$ cat src/hdl/wkt_lex_pkg.sv
// shared types, keyword table and character codes for the wkt text lexer
`timescale 1ns / 1ps

package wkt_lex_pkg;

  localparam int unsigned MaxKeywordLenDef = 10;
  localparam int unsigned LineCountBitsDef = 16;

  localparam int unsigned NumKeywords = 24;
  localparam int unsigned KwChars     = 12;
  localparam int unsigned QueueDepth  = 4;

  typedef enum logic [3:0] {
    KIND_LBRK    = 4'd0,
    KIND_RBRK    = 4'd1,
    KIND_COMMA   = 4'd2,
    KIND_KEYWORD = 4'd3,
    KIND_NUMEND  = 4'd4,
    KIND_STREND  = 4'd5,
    KIND_EOI     = 4'd6,
    KIND_ERROR   = 4'd7,
    KIND_BYTE    = 4'd8
  } kind_e;

  typedef struct packed {
    kind_e       kind;
    logic [4:0]  kw;
    logic [7:0]  text;
    logic [15:0] line;
    logic        last;
  } rslt_t;

  // character codes
  localparam logic [7:0] ChLbrk  = 8'h5B;
  localparam logic [7:0] ChRbrk  = 8'h5D;
  localparam logic [7:0] ChComma = 8'h2C;
  localparam logic [7:0] ChQuote = 8'h22;
  localparam logic [7:0] ChUnder = 8'h5F;
  localparam logic [7:0] ChPlus  = 8'h2B;
  localparam logic [7:0] ChMinus = 8'h2D;
  localparam logic [7:0] ChDot   = 8'h2E;
  localparam logic [7:0] ChSpace = 8'h20;
  localparam logic [7:0] ChLf    = 8'h0A;
  localparam logic [7:0] ChTab   = 8'h09;
  localparam logic [7:0] ChCr    = 8'h0D;
  localparam logic [7:0] ChUpE   = 8'h45;
  localparam logic [7:0] ChLowE  = 8'h65;
  localparam logic [7:0] CaseBit = 8'h20;

  // keyword text, right-justified, first character in the highest used byte
  localparam logic [KwChars*8-1:0] KW_TEXT [NumKeywords] = '{
    (KwChars*8)'({"COMPD_", "CS"}), (KwChars*8)'("PROJCS"),
    (KwChars*8)'("PROJECTION"),     (KwChars*8)'("PARAMETER"),
    (KwChars*8)'("GEOGCS"),         (KwChars*8)'("DATUM"),
    (KwChars*8)'("SPHEROID"),       (KwChars*8)'("PRIMEM"),
    (KwChars*8)'("UNIT"),           (KwChars*8)'("AUTHORITY"),
    (KwChars*8)'("AXIS"),           (KwChars*8)'("TOWGS84"),
    (KwChars*8)'("NORTH"),          (KwChars*8)'("SOUTH"),
    (KwChars*8)'("EAST"),           (KwChars*8)'("WEST"),
    (KwChars*8)'("UP"),             (KwChars*8)'("DOWN"),
    (KwChars*8)'("OTHER"),          (KwChars*8)'("VERT_CS"),
    (KwChars*8)'({"VERT_", "DATUM"}), (KwChars*8)'("GEOCCS"),
    (KwChars*8)'({"FITTED_", "CS"}), (KwChars*8)'({"LOCAL_", "CS"})
  };

  localparam logic [3:0] KW_LEN [NumKeywords] = '{
    4'd8, 4'd6, 4'd10, 4'd9, 4'd6, 4'd5, 4'd8, 4'd6, 4'd4, 4'd9, 4'd4, 4'd7,
    4'd5, 4'd5, 4'd4, 4'd4, 4'd2, 4'd4, 4'd5, 4'd7, 4'd10, 4'd6, 4'd9, 4'd8
  };

  // character of keyword k at position pos, zero past its end
  function automatic logic [7:0] kw_char(input logic [4:0] k, input logic [3:0] pos);
    logic [KwChars*8-1:0] w;
    logic [3:0]           l;
    logic [3:0]           sh;
    logic [7:0]           ch;
    w  = KW_TEXT[k];
    l  = KW_LEN[k];
    sh = l - 4'd1 - pos;
    ch = 8'h00;
    if (pos < l) begin
      ch = w[8*sh +: 8];
    end
    return ch;
  endfunction

endpackage

$ cat src/hdl/wkt_projection_text_lexer.sv
// streaming tokenizer for well-known-text coordinate-system text
// output: an item's results are registered in the result queue and leave its head in order
// throughput: one item per cycle while items give at most one result; an item with two
//   results fills two queue entries, and input stalls when the four-entry
//   result queue has fewer than two free slots
// reset: scan state idle, line count one, error flag clear, result queue empty
`timescale 1ns / 1ps

module wkt_projection_text_lexer
  import wkt_lex_pkg::*;
#(
  parameter int unsigned MAX_KEYWORD_LEN = MaxKeywordLenDef,
  parameter int unsigned LINE_COUNT_BITS = LineCountBitsDef
) (
  input  logic        clk_i,
  input  logic        rst_ni,
  input  logic        in_valid_i,
  output logic        in_ready_o,
  input  logic [7:0]  char_byte_i,
  input  logic        end_of_input_i,
  output logic        out_valid_o,
  input  logic        out_ready_i,
  output logic [3:0]  result_kind_o,
  output logic [4:0]  keyword_index_o,
  output logic [7:0]  text_byte_o,
  output logic [15:0] line_number_o,
  output logic        last_of_run_o
);

  localparam int unsigned LenW = $clog2(MAX_KEYWORD_LEN + 1);
  localparam int unsigned PtrW = $clog2(QueueDepth);
  localparam int unsigned CntW = $clog2(QueueDepth + 1);

  localparam logic [2:0] M_IDLE    = 3'd0;
  localparam logic [2:0] M_IDENT   = 3'd1;
  localparam logic [2:0] M_INT     = 3'd2;
  localparam logic [2:0] M_FRAC    = 3'd3;
  localparam logic [2:0] M_EXPMARK = 3'd4;
  localparam logic [2:0] M_EXPDIG  = 3'd5;
  localparam logic [2:0] M_STRING  = 3'd6;

  logic [2:0]                 mode_q, mode_d;
  logic [NumKeywords-1:0]     cand_q, cand_d;
  logic [LenW-1:0]            len_q, len_d;
  logic [LINE_COUNT_BITS-1:0] line_q, line_d;
  logic                       fail_q, fail_d;

  rslt_t           queue_q [QueueDepth];
  logic [PtrW-1:0] wp_q, rp_q;
  logic [CntW-1:0] cnt_q;

  logic in_xfer, out_xfer;
  assign in_xfer  = in_valid_i & in_ready_o;
  assign out_xfer = out_valid_o & out_ready_i;

  // character classes
  logic [7:0] c, up;
  logic       eoi, is_digit, is_alpha, is_space, is_ident, is_e, is_sign;
  assign c        = char_byte_i;
  assign eoi      = end_of_input_i;
  assign is_digit = (c >= "0") && (c <= "9");
  assign is_alpha = ((c >= "A") && (c <= "Z")) || ((c >= "a") && (c <= "z"));
  assign is_space = (c == ChSpace) || ((c >= ChTab) && (c <= ChCr));
  assign is_ident = is_alpha || is_digit || (c == ChUnder);
  assign is_e     = (c == ChUpE) || (c == ChLowE);
  assign is_sign  = (c == ChPlus) || (c == ChMinus);
  assign up       = ((c >= "a") && (c <= "z")) ? (c - CaseBit) : c;

  // keyword match at the end of an identifier: lowest matching entry wins
  logic       kw_hit;
  logic [4:0] kw_idx;
  always_comb begin
    kw_hit = 1'b0;
    kw_idx = '0;
    for (int k = NumKeywords - 1; k >= 0; k--) begin
      if (cand_q[k] && ({{(8-LenW){1'b0}}, len_q} == {4'd0, KW_LEN[k]})) begin
        kw_hit = 1'b1;
        kw_idx = 5'(k);
      end
    end
  end

  // candidate narrowing for one identifier character
  logic [NumKeywords-1:0] base_cand, step_cand;
  logic [LenW-1:0]        base_len, step_len;
  always_comb begin
    base_cand = (mode_q == M_IDENT) ? cand_q : '1;
    base_len  = (mode_q == M_IDENT) ? len_q : '0;
    step_len  = base_len;
    step_cand = '0;
    if ({{(8-LenW){1'b0}}, base_len} < 8'(MAX_KEYWORD_LEN)) begin
      step_len = base_len + 1'b1;
      for (int k = 0; k < NumKeywords; k++) begin
        step_cand[k] = base_cand[k] && (kw_char(5'(k), 4'(base_len)) == up);
      end
    end
  end

  // handling of a byte between tokens
  logic       idl_emit, idl_fail, idl_ident, idl_nl;
  kind_e      idl_kind;
  logic [7:0] idl_byte;
  logic [2:0] idl_mode;
  always_comb begin
    idl_emit  = 1'b0;
    idl_fail  = 1'b0;
    idl_ident = 1'b0;
    idl_nl    = 1'b0;
    idl_kind  = KIND_ERROR;
    idl_byte  = '0;
    idl_mode  = M_IDLE;
    if (eoi) begin
      idl_emit = 1'b1;
      idl_kind = KIND_EOI;
    end else if (is_space) begin
      idl_nl = (c == ChLf);
    end else if (c == ChLbrk) begin
      idl_emit = 1'b1;
      idl_kind = KIND_LBRK;
    end else if (c == ChRbrk) begin
      idl_emit = 1'b1;
      idl_kind = KIND_RBRK;
    end else if (c == ChComma) begin
      idl_emit = 1'b1;
      idl_kind = KIND_COMMA;
    end else if (is_alpha) begin
      idl_ident = 1'b1;
      idl_mode  = M_IDENT;
    end else if (is_digit || is_sign) begin
      idl_emit = 1'b1;
      idl_kind = KIND_BYTE;
      idl_byte = c;
      idl_mode = M_INT;
    end else if (c == ChDot) begin
      idl_emit = 1'b1;
      idl_kind = KIND_BYTE;
      idl_byte = c;
      idl_mode = M_FRAC;
    end else if (c == ChQuote) begin
      idl_mode = M_STRING;
    end else begin
      idl_emit = 1'b1;
      idl_fail = 1'b1;
    end
  end

  // per-item step: a = token end result, b = result of the byte itself
  logic       a_v, b_v, use_idle, id_do;
  kind_e      a_kind, b_kind;
  logic [4:0] a_kw;
  logic [7:0] b_byte;
  always_comb begin
    a_v      = 1'b0;
    a_kind   = KIND_NUMEND;
    a_kw     = '0;
    b_v      = 1'b0;
    b_kind   = KIND_ERROR;
    b_byte   = '0;
    use_idle = 1'b0;
    id_do    = 1'b0;
    mode_d   = mode_q;
    fail_d   = fail_q;
    if (fail_q) begin
      b_v = 1'b1;
    end else begin
      unique case (mode_q) inside
        M_IDENT: begin
          if (!eoi && is_ident) begin
            id_do = 1'b1;
          end else if (kw_hit) begin
            a_v      = 1'b1;
            a_kind   = KIND_KEYWORD;
            a_kw     = kw_idx;
            use_idle = 1'b1;
          end else begin
            b_v    = 1'b1;
            fail_d = 1'b1;
            mode_d = M_IDLE;
          end
        end
        M_INT, M_FRAC, M_EXPDIG: begin
          if (!eoi && is_digit) begin
            b_v    = 1'b1;
            b_kind = KIND_BYTE;
            b_byte = c;
          end else if (!eoi && (mode_q == M_INT) && (c == ChDot)) begin
            b_v    = 1'b1;
            b_kind = KIND_BYTE;
            b_byte = c;
            mode_d = M_FRAC;
          end else if (!eoi && (mode_q != M_EXPDIG) && is_e) begin
            b_v    = 1'b1;
            b_kind = KIND_BYTE;
            b_byte = c;
            mode_d = M_EXPMARK;
          end else begin
            a_v      = 1'b1;
            a_kind   = KIND_NUMEND;
            use_idle = 1'b1;
          end
        end
        M_EXPMARK: begin
          b_v = 1'b1;
          if (!eoi && (is_sign || is_digit)) begin
            b_kind = KIND_BYTE;
            b_byte = c;
            mode_d = M_EXPDIG;
          end else begin
            fail_d = 1'b1;
            mode_d = M_IDLE;
          end
        end
        M_STRING: begin
          b_v = 1'b1;
          if (eoi) begin
            fail_d = 1'b1;
            mode_d = M_IDLE;
          end else if (c == ChQuote) begin
            b_kind = KIND_STREND;
            mode_d = M_IDLE;
          end else begin
            b_kind = KIND_BYTE;
            b_byte = c;
          end
        end
        default: begin
          use_idle = 1'b1;
        end
      endcase
      if (use_idle) begin
        b_v    = idl_emit;
        b_kind = idl_fail ? KIND_ERROR : idl_kind;
        b_byte = idl_byte;
        mode_d = idl_mode;
        fail_d = idl_fail;
        id_do  = idl_ident;
      end
    end
  end

  // identifier registers and line count
  always_comb begin
    cand_d = cand_q;
    len_d  = len_q;
    line_d = line_q;
    if (id_do) begin
      cand_d = step_cand;
      len_d  = step_len;
    end else if (a_v && (a_kind == KIND_KEYWORD)) begin
      cand_d = '1;
      len_d  = '0;
    end
    if (use_idle && !fail_q && idl_nl && (line_q != '1)) begin
      line_d = line_q + 1'b1;
    end
  end

  // assemble up to two results for the queue
  logic [31:0]     line_ext;
  rslt_t           slot0, slot1;
  logic [1:0]      n_res;
  always_comb begin
    line_ext   = 32'(line_q);
    slot0      = '0;
    slot1      = '0;
    slot0.line = line_ext[15:0];
    slot1.line = line_ext[15:0];
    slot1.kind = b_kind;
    slot1.text = b_byte;
    slot1.last = 1'b1;
    if (a_v) begin
      slot0.kind = a_kind;
      slot0.kw   = a_kw;
      slot0.last = !b_v;
      n_res      = b_v ? 2'd2 : 2'd1;
    end else begin
      slot0      = slot1;
      n_res      = {1'b0, b_v};
    end
  end

  assign in_ready_o = (cnt_q <= CntW'(QueueDepth - 2));

  always_ff @(posedge clk_i or negedge rst_ni) begin
    if (!rst_ni) begin
      mode_q <= M_IDLE;
      cand_q <= '1;
      len_q  <= '0;
      line_q <= LINE_COUNT_BITS'(1);
      fail_q <= 1'b0;
    end else if (in_xfer) begin
      mode_q <= mode_d;
      cand_q <= cand_d;
      len_q  <= len_d;
      line_q <= line_d;
      fail_q <= fail_d;
    end
  end

  // result queue control
  always_ff @(posedge clk_i or negedge rst_ni) begin
    if (!rst_ni) begin
      wp_q  <= '0;
      rp_q  <= '0;
      cnt_q <= '0;
    end else begin
      if (in_xfer) begin
        wp_q <= wp_q + PtrW'(n_res);
      end
      if (out_xfer) begin
        rp_q <= rp_q + 1'b1;
      end
      cnt_q <= cnt_q + (in_xfer ? CntW'(n_res) : '0) - CntW'(out_xfer);
    end
  end

  // result queue storage
  always_ff @(posedge clk_i) begin
    if (in_xfer && (n_res != 2'd0)) begin
      queue_q[wp_q] <= slot0;
      if (n_res == 2'd2) begin
        queue_q[wp_q + 1'b1] <= slot1;
      end
    end
  end

  rslt_t head;
  assign head            = queue_q[rp_q];
  assign out_valid_o     = (cnt_q != '0);
  assign result_kind_o   = head.kind;
  assign keyword_index_o = head.kw;
  assign text_byte_o     = head.text;
  assign line_number_o   = head.line;
  assign last_of_run_o   = head.last;

`ifndef ASSERT_OFF
  a_queue_bound: assert property (@(posedge clk_i) disable iff (!rst_ni)
    cnt_q <= CntW'(QueueDepth))
    else $error("result queue overflow");

  a_fail_sticky: assert property (@(posedge clk_i) disable iff (!rst_ni)
    fail_q |=> fail_q)
    else $error("error flag cleared without reset");

  a_fail_error_only: assert property (@(posedge clk_i) disable iff (!rst_ni)
    (in_xfer && fail_q) |-> (n_res == 2'd1 && slot0.kind == KIND_ERROR))
    else $error("failed lexer gave a result other than a single error");

  a_line_nonzero: assert property (@(posedge clk_i) disable iff (!rst_ni)
    line_q != '0)
    else $error("line count wrapped to zero");
`endif

endmodule
$ cat config.mk
export PLATFORM = sky130hd
export DESIGN_NAME = wkt_projection_text_lexer
export DESIGN_NICKNAME = d
export VERILOG_FILES = /design/src/hdl/wkt_lex_pkg.sv /design/src/hdl/wkt_projection_text_lexer.sv
export SDC_FILE = /design/constraint.sdc
export NUM_CORES = 1
export LEC_CHECK = 0
export ABC_AREA = 1
export BUFFER_PORTS_ARGS = -buffer_cell sky130_fd_sc_hd__buf_2
export CORE_MARGIN = 4
export CORE_UTILIZATION = 50
export DETAILED_ROUTE_END_ITERATION = 8
export GPL_TIMING_DRIVEN = 0
export PLACE_DENSITY = 0.71
export SYNTH_ARGS = -nofsm -noshare
export SYNTH_HDL_FRONTEND = slang
export SYNTH_SLANG_ARGS = --single-unit
$ cat constraint.sdc
create_clock -name clk_i -period 7.6 [get_ports clk_i]
set_clock_uncertainty 0.15 [all_clocks]
set_input_delay 0.76 -clock clk_i [delete_from_list [all_inputs] [get_ports clk_i]]
set_output_delay 0.76 -clock clk_i [all_outputs]
set_load 0.005 [all_outputs]
# Yosys cells after proc, flatten, opt, wreduce, memory -nomap -nowiden

Memories as Yosys holds them, arrays and structs flattened.
Index checks and enable logic that the tools add are counted.

Input bits: 13
Bits in writable memories: 136
Output and inout port bits: 36
Flip-flop bits (word level): 55
Logic and storage cells: 442
Memories kept: 1

Memory list:

| memory  | depth | width | rd ports | clocked after memory_dff | write ports | RTL line                        | source |
|---|---|---|---|---|---|---|---|
| queue_q | 4     | 34    | 1        | 0                        | 2           | wkt_projection_text_lexer.sv:48 | `rslt_t queue_q [QueueDepth];` |

Shift operators: 24
Muxes and demuxes: 230
Eq/ne operators: 59
Bitwise gates (word level): 3
$lt $le $gt $ge: 18
Reductions and logical operators: 83
Add/sub/neg operators: 16

Operators with widths:

| operator                                                           | number |
|---|---|
| variable part select 96 x 8 -> 8 bit (first input constant)        | 24 |
| two-way mux 8 bit                                                  | 65 |
| == test 8 bit                                                      | 24 |
| two-way mux 5 bit                                                  | 28 |
| two-way mux 24 bit                                                 | 5 |
| two-way mux 4 bit                                                  | 21 |
| two-way mux 1 bit                                                  | 78 |
| two-way mux 3 bit                                                  | 22 |
| logical AND 1 bit                                                  | 64 |
| == test 8 x 6 -> 1 bit (second input constant)                     | 6 |
| == test 8 x 7 -> 1 bit (second input constant)                     | 5 |
| case mux 8 bit (3 select lines)                                    | 1 |
| adder 16 x 1 -> 16 bit (second input constant)                     | 1 |
| == test 4 x 3 -> 1 bit (second input constant)                     | 4 |
| greater-or-equal comparator 8 x 7 -> 1 bit (second input constant) | 2 |
| <= comparator 8 x 7 -> 1 bit (second input constant)               | 2 |
| less-than comparator 4 x 3 -> 1 bit (second input constant)        | 4 |
| less-than comparator 4 bit (second input constant)                 | 4 |
| != test 16 bit (second input constant)                             | 1 |
| subtractor 3 x 4 -> 4 bit (first input constant)                   | 4 |
| == test 4 bit (second input constant)                              | 3 |
| case mux 3 bit (4 select lines)                                    | 1 |
| case mux 4 bit (3 select lines)                                    | 1 |
| == test 3 bit (second input constant)                              | 3 |
| 39 further kinds                                                   | 60 |

# Depth between registers and ports, before layout

Word-level depth: 38
Depth in mapped cells: 29
Gate-level depth less buffers: 27

# Least setup slack after synthesis

OpenSTA, ideal clock, no wires.

Path kind: input-to-reg
Start point: input port char_byte_i[5]
End point: memory queue_q[1][18] (netlist bit) (data pin)
Library setup time: 0.158 ns
Arrival time: 4.567 ns
Buffers on the path: 2
Cell stages on the path: 24
Path slack: 2.724 ns
Data required time: 7.292 ns
Cells stage by stage: buf_2 -> inv_1 -> ha_1 -> a21oi_1 -> or2_1 -> a31o_2 -> nand3_1 -> nand2_1 -> nand2_4 -> nand3_4 -> buf_2 -> o21ai_0 -> nand2_1 -> inv_1 -> ha_1 -> nor2_1 -> inv_1 -> nor3_1 -> inv_1 -> nor2_2 -> nor2_1 -> inv_1 -> o21ai_2 -> nor3_1

RTL lines:

| item               | RTL line                        | source |
|---|---|---|
| start: declaration | wkt_projection_text_lexer.sv:19 | `input logic [7:0] char_byte_i,` |
| end: declaration   | wkt_projection_text_lexer.sv:48 |  |

==> summary.txt <==
Layout
  • Layout cells sized above 1: 0.102
  • Multi-input gate area: about 6500 um2
  • Final std cells w/o fill: 2063
  • Fin nets: 1780
  • N_diodes: 0
  • Register area: 5250 um2
  • # fillers: 2317
  • Area added between synthesis and finish: 10.2%

Placed design
  • Hpwl dp: 31.1 mm
  • Pre-CTS setup slack: approximately 0.73 ns
  • GPL Wtd Cong: 1.00
  • Placed insts: between 2000 and 2500
  • Port Buffer Count: 47

Yosys
  • Sequential area share after synthesis: 0.416
  • Cells after Synth: 1659
  • FF+latch count, synth: 191
  • Top_reg_cell synth: edfxtp_1
  • Number of synthesized flops with an enable pin: 112
  • Synth unique cells: 56
  • Synthesized Nets: ~1700
  • Syn Area/Cell: 7.61 um2
  • Yosys warns: 0
  • Synth Cell Area: 12600 um2
  • Async set-reset flop share out of synthesis: 0.288

Worst setup path
  • Critical Path AT: 6.16 ns
  • CP required: 7.72 ns
  • Worst reg2reg path depth: 25
  • Slowest CP cell: inv_2
  • Worst-path fanout max: 30
  • Setup crit end kind: flop
  • Startpoint type of the worst setup path: flop
  • Crit-path max cell delay: 0.67 ns
  • Reg2reg setup slack: about 1.6 ns
  • Delay-heaviest family, CP: simple AND/OR/NAND/NOR gates
  • R2r endpoint: queue_q[3][18]
  • WS Path Type: flop to flop
  • Worst r2r src: len_q[0]
  • Worst Path Buf+Inv: 7
  • Most Frequent Cell on Critical Path: nor2_1

Routing
  • DR pass1 iterations: 6
  • Vias: 12300
  • DR DRC count: 0
  • Initial DRC Count: 1685
  • Post-route ant nets: 0
  • Vias per cell: 5.98
  • WL final: 43.5 mm
  • Routed length per instance: 21.1 um

Global route
  • Initial antenna violation count: 1
  • GRT Overall Usage: 0.307
  • Vias in the first global route: about 12000
  • GR Overflow Total: 0
  • Largest net degree at the start of global routing: 56
  • First-pass GRT wire length: approximately 67 mm

CTS
  • H-tree Lvls: 4
  • Post-CTS sizing: 0
  • CTS tree: yes
  • CTS Hold Bufs: 0
  • Max Root-Sink Buffers: 2
  • Worst skew pair latency: 0.44 ns
  • Worst-path clk slew: ~0.070 ns
  • Postcts setup bufs: 0
  • Cts bufs inserted: 17
  • Root Driver: clkbuf_16
  • Sink Count: 191

Floorplanning
  • Core Area: 24600 um2
  • Std cell rows: 57
  • Top Ports: 49
  • Die area: 27900 um2
  • Die Y: roughly 170 um
  • Initial core utilization: 0.513
  • Die Wd: 167 um

Pwr
  • PwrDens: about 230 nW/um2
  • Pleak: 5.71 nW
  • Design Power: 3.24 mW
  • VDD IR-drop max: roughly 0.18 mV

STA
  • Rel. slew slack: 0.309
  • Endpoints failing setup: 0
  • WHS: 0.246 ns
  • RSZ-0062 raised after global routing: no
  • Slew Limit Fails: 0
  • Hold Violations, Final: 0
  • Period Utilization, post-route: 0.795
  • Fmax achieved: 166 MHz
  • Final worst slack: 1.56 ns
  • Worst Max-Slew Pin Slew: 1.04 ns
  • Setup Total Neg Slack: 0 ns
  • Period minus WS final: 6.04 ns

Run status
  • Outcome: finished clean

Job
  • Maxcap violations: 0

Worst hold path
  • Hold crit path type: input pin to async pin
[final cells by class]
class / instances / share of cell area
Multi-Input combinational cell: 1247 / 0.469
Clock buffer: 18 / 0.0308
Timing Repair Buffer: 48 / 0.0191
Clock inverter: 14 / 0.0128
Inverter: 149 / 0.0402
Buffer: 72 / 0.0219
Sequential cell: 191 / 0.377
Tap cell: 324 / 0.0291
[worst reg2reg max path: stages (launching register included)]
cell and delay [ns]:
dfrtp_1 0.33, buf_2 0.24, inv_2 0.11, nor3_2 0.35
nand2_1 0.17, nand3_1 0.16, nor2_1 0.08, nand2_1 0.08
nor2_2 0.09, nor2_4 0.14, nand2_4 0.09, nand3_4 0.14
buf_2 0.23, o21ai_0 0.12, nand2_1 0.14, inv_1 0.06
ha_1 0.18, nor2_1 0.14, inv_1 0.12, nor3_2 0.48
inv_1 0.28, nor2_1 0.52, nor2_1 0.19, inv_2 0.67
o21ai_2 0.36, nor3_1 0.28
[where the power goes]
part           switching (mW)  internal, mW  leakage [nW]  total (mW)
sequential             0.0418          1.21          1.86        1.25
combinational           0.738         0.313          3.56        1.05
clock                   0.412         0.525         0.292       0.938
[logic make-up after synthesis]
logic type / count (synthesis) / share of synthesized area
fa+ha+maj: 41 / 0.0412
flops: 191 / 0.416
compound gates: 315 / 0.144
simple gates: 815 / 0.278
buf+inv: 221 / 0.0684
xor+xnor: 76 / 0.0527
[cell usage after synthesis (16+ instances only)]
library cell	instances	share of area
a21oi_1	42	0.017
clkbuf_1	51	0.015
dfrtp_1	30	0.059
dfstp_2	25	0.052
dfxtp_1	24	0.038
edfxtp_1	112	0.27
ha_1	40	0.040
inv_1	130	0.039
inv_2	16	0.0048
nand2_1	312	0.093
nand3_1	92	0.036
nand4_1	25	0.012
nor2_1	287	0.085
nor3_1	47	0.019
o21a_1	16	0.0095
o21ai_0	151	0.060
o22ai_1	43	0.021
xor2_1	71	0.049
[routing by layer]
layer | routed length, um | share of wire | GRT usage | vias to the layer above
met5 | 0 | 0 | 0 | -
met4 | 1020 | 0.023 | 0.0779 | 0
met3 | 5450 | 0.13 | 0.0787 | 78
met2 | 18700 | 0.43 | 0.455 | 773
met1 | 18300 | 0.42 | 0.452 | 5766
li1 | - | - | - | 5714
[layout by cell type, fill, tap and decap left out, types with 6 or more instances in the layout]
cell type	Yosys	layout
inv_2	16	16
dfstp_2	25	25
edfxtp_1	112	112
nor4_1	9	9
dfrtp_1	30	30
nand2_2	6	8
o21ai_1	14	14
o21ai_0	151	151
o2111ai_1	6	6
nand4_1	25	25
o21a_1	16	16
o22ai_1	43	43
nor3_1	47	47
nor2_1	287	287
nor2_2	9	9
clkbuf_1	51	52
nand3b_1	6	6
nand3_1	92	92
inv_1	130	130
clkbuf_16	0	17
ha_1	40	40
nand2_1	312	310
buf_2	13	59
xor2_1	71	71
dfxtp_1	24	24
o211ai_1	14	14
a21oi_1	42	42
[worst max-delay path by stage]
stage | cells past startpoint | endpoint | slack, ns | from
6_report | 25 | queue_q[3][18] | 1.56 | len_q[0]
5_1_grt | 26 | queue_q[2][9] | 1.21 | len_q[3]
4_1_cts | 25 | queue_q[1][18] | 1.11 | len_q[0]
3_5_place_dp | 25 | queue_q[1][18] | 0.73 | char_byte_i[2]
3_3_place_gp | 25 | queue_q[0][18] | 0.84 | char_byte_i[2]
2_1_floorplan | 24 | queue_q[1][18] | 2.72 | char_byte_i[5]
[metrics by stage]
stage               cell area [um2]   util
CTS                           13900  0.564
global placement              13300  0.539
finish                        13900  0.566
detailed placement            13300  0.540
floorplan                     12600      -
global route                  13900  0.566
[sequential cells by signal, summed over array words and instances (netlist names)]
name     count
fail_q       1
line_q      16
mode_q       3
cnt_q        3
queue_q    136
len_q        4
rp_q         2
cand_q      24
wp_q         2
Power figures use the tool's default switching activity.
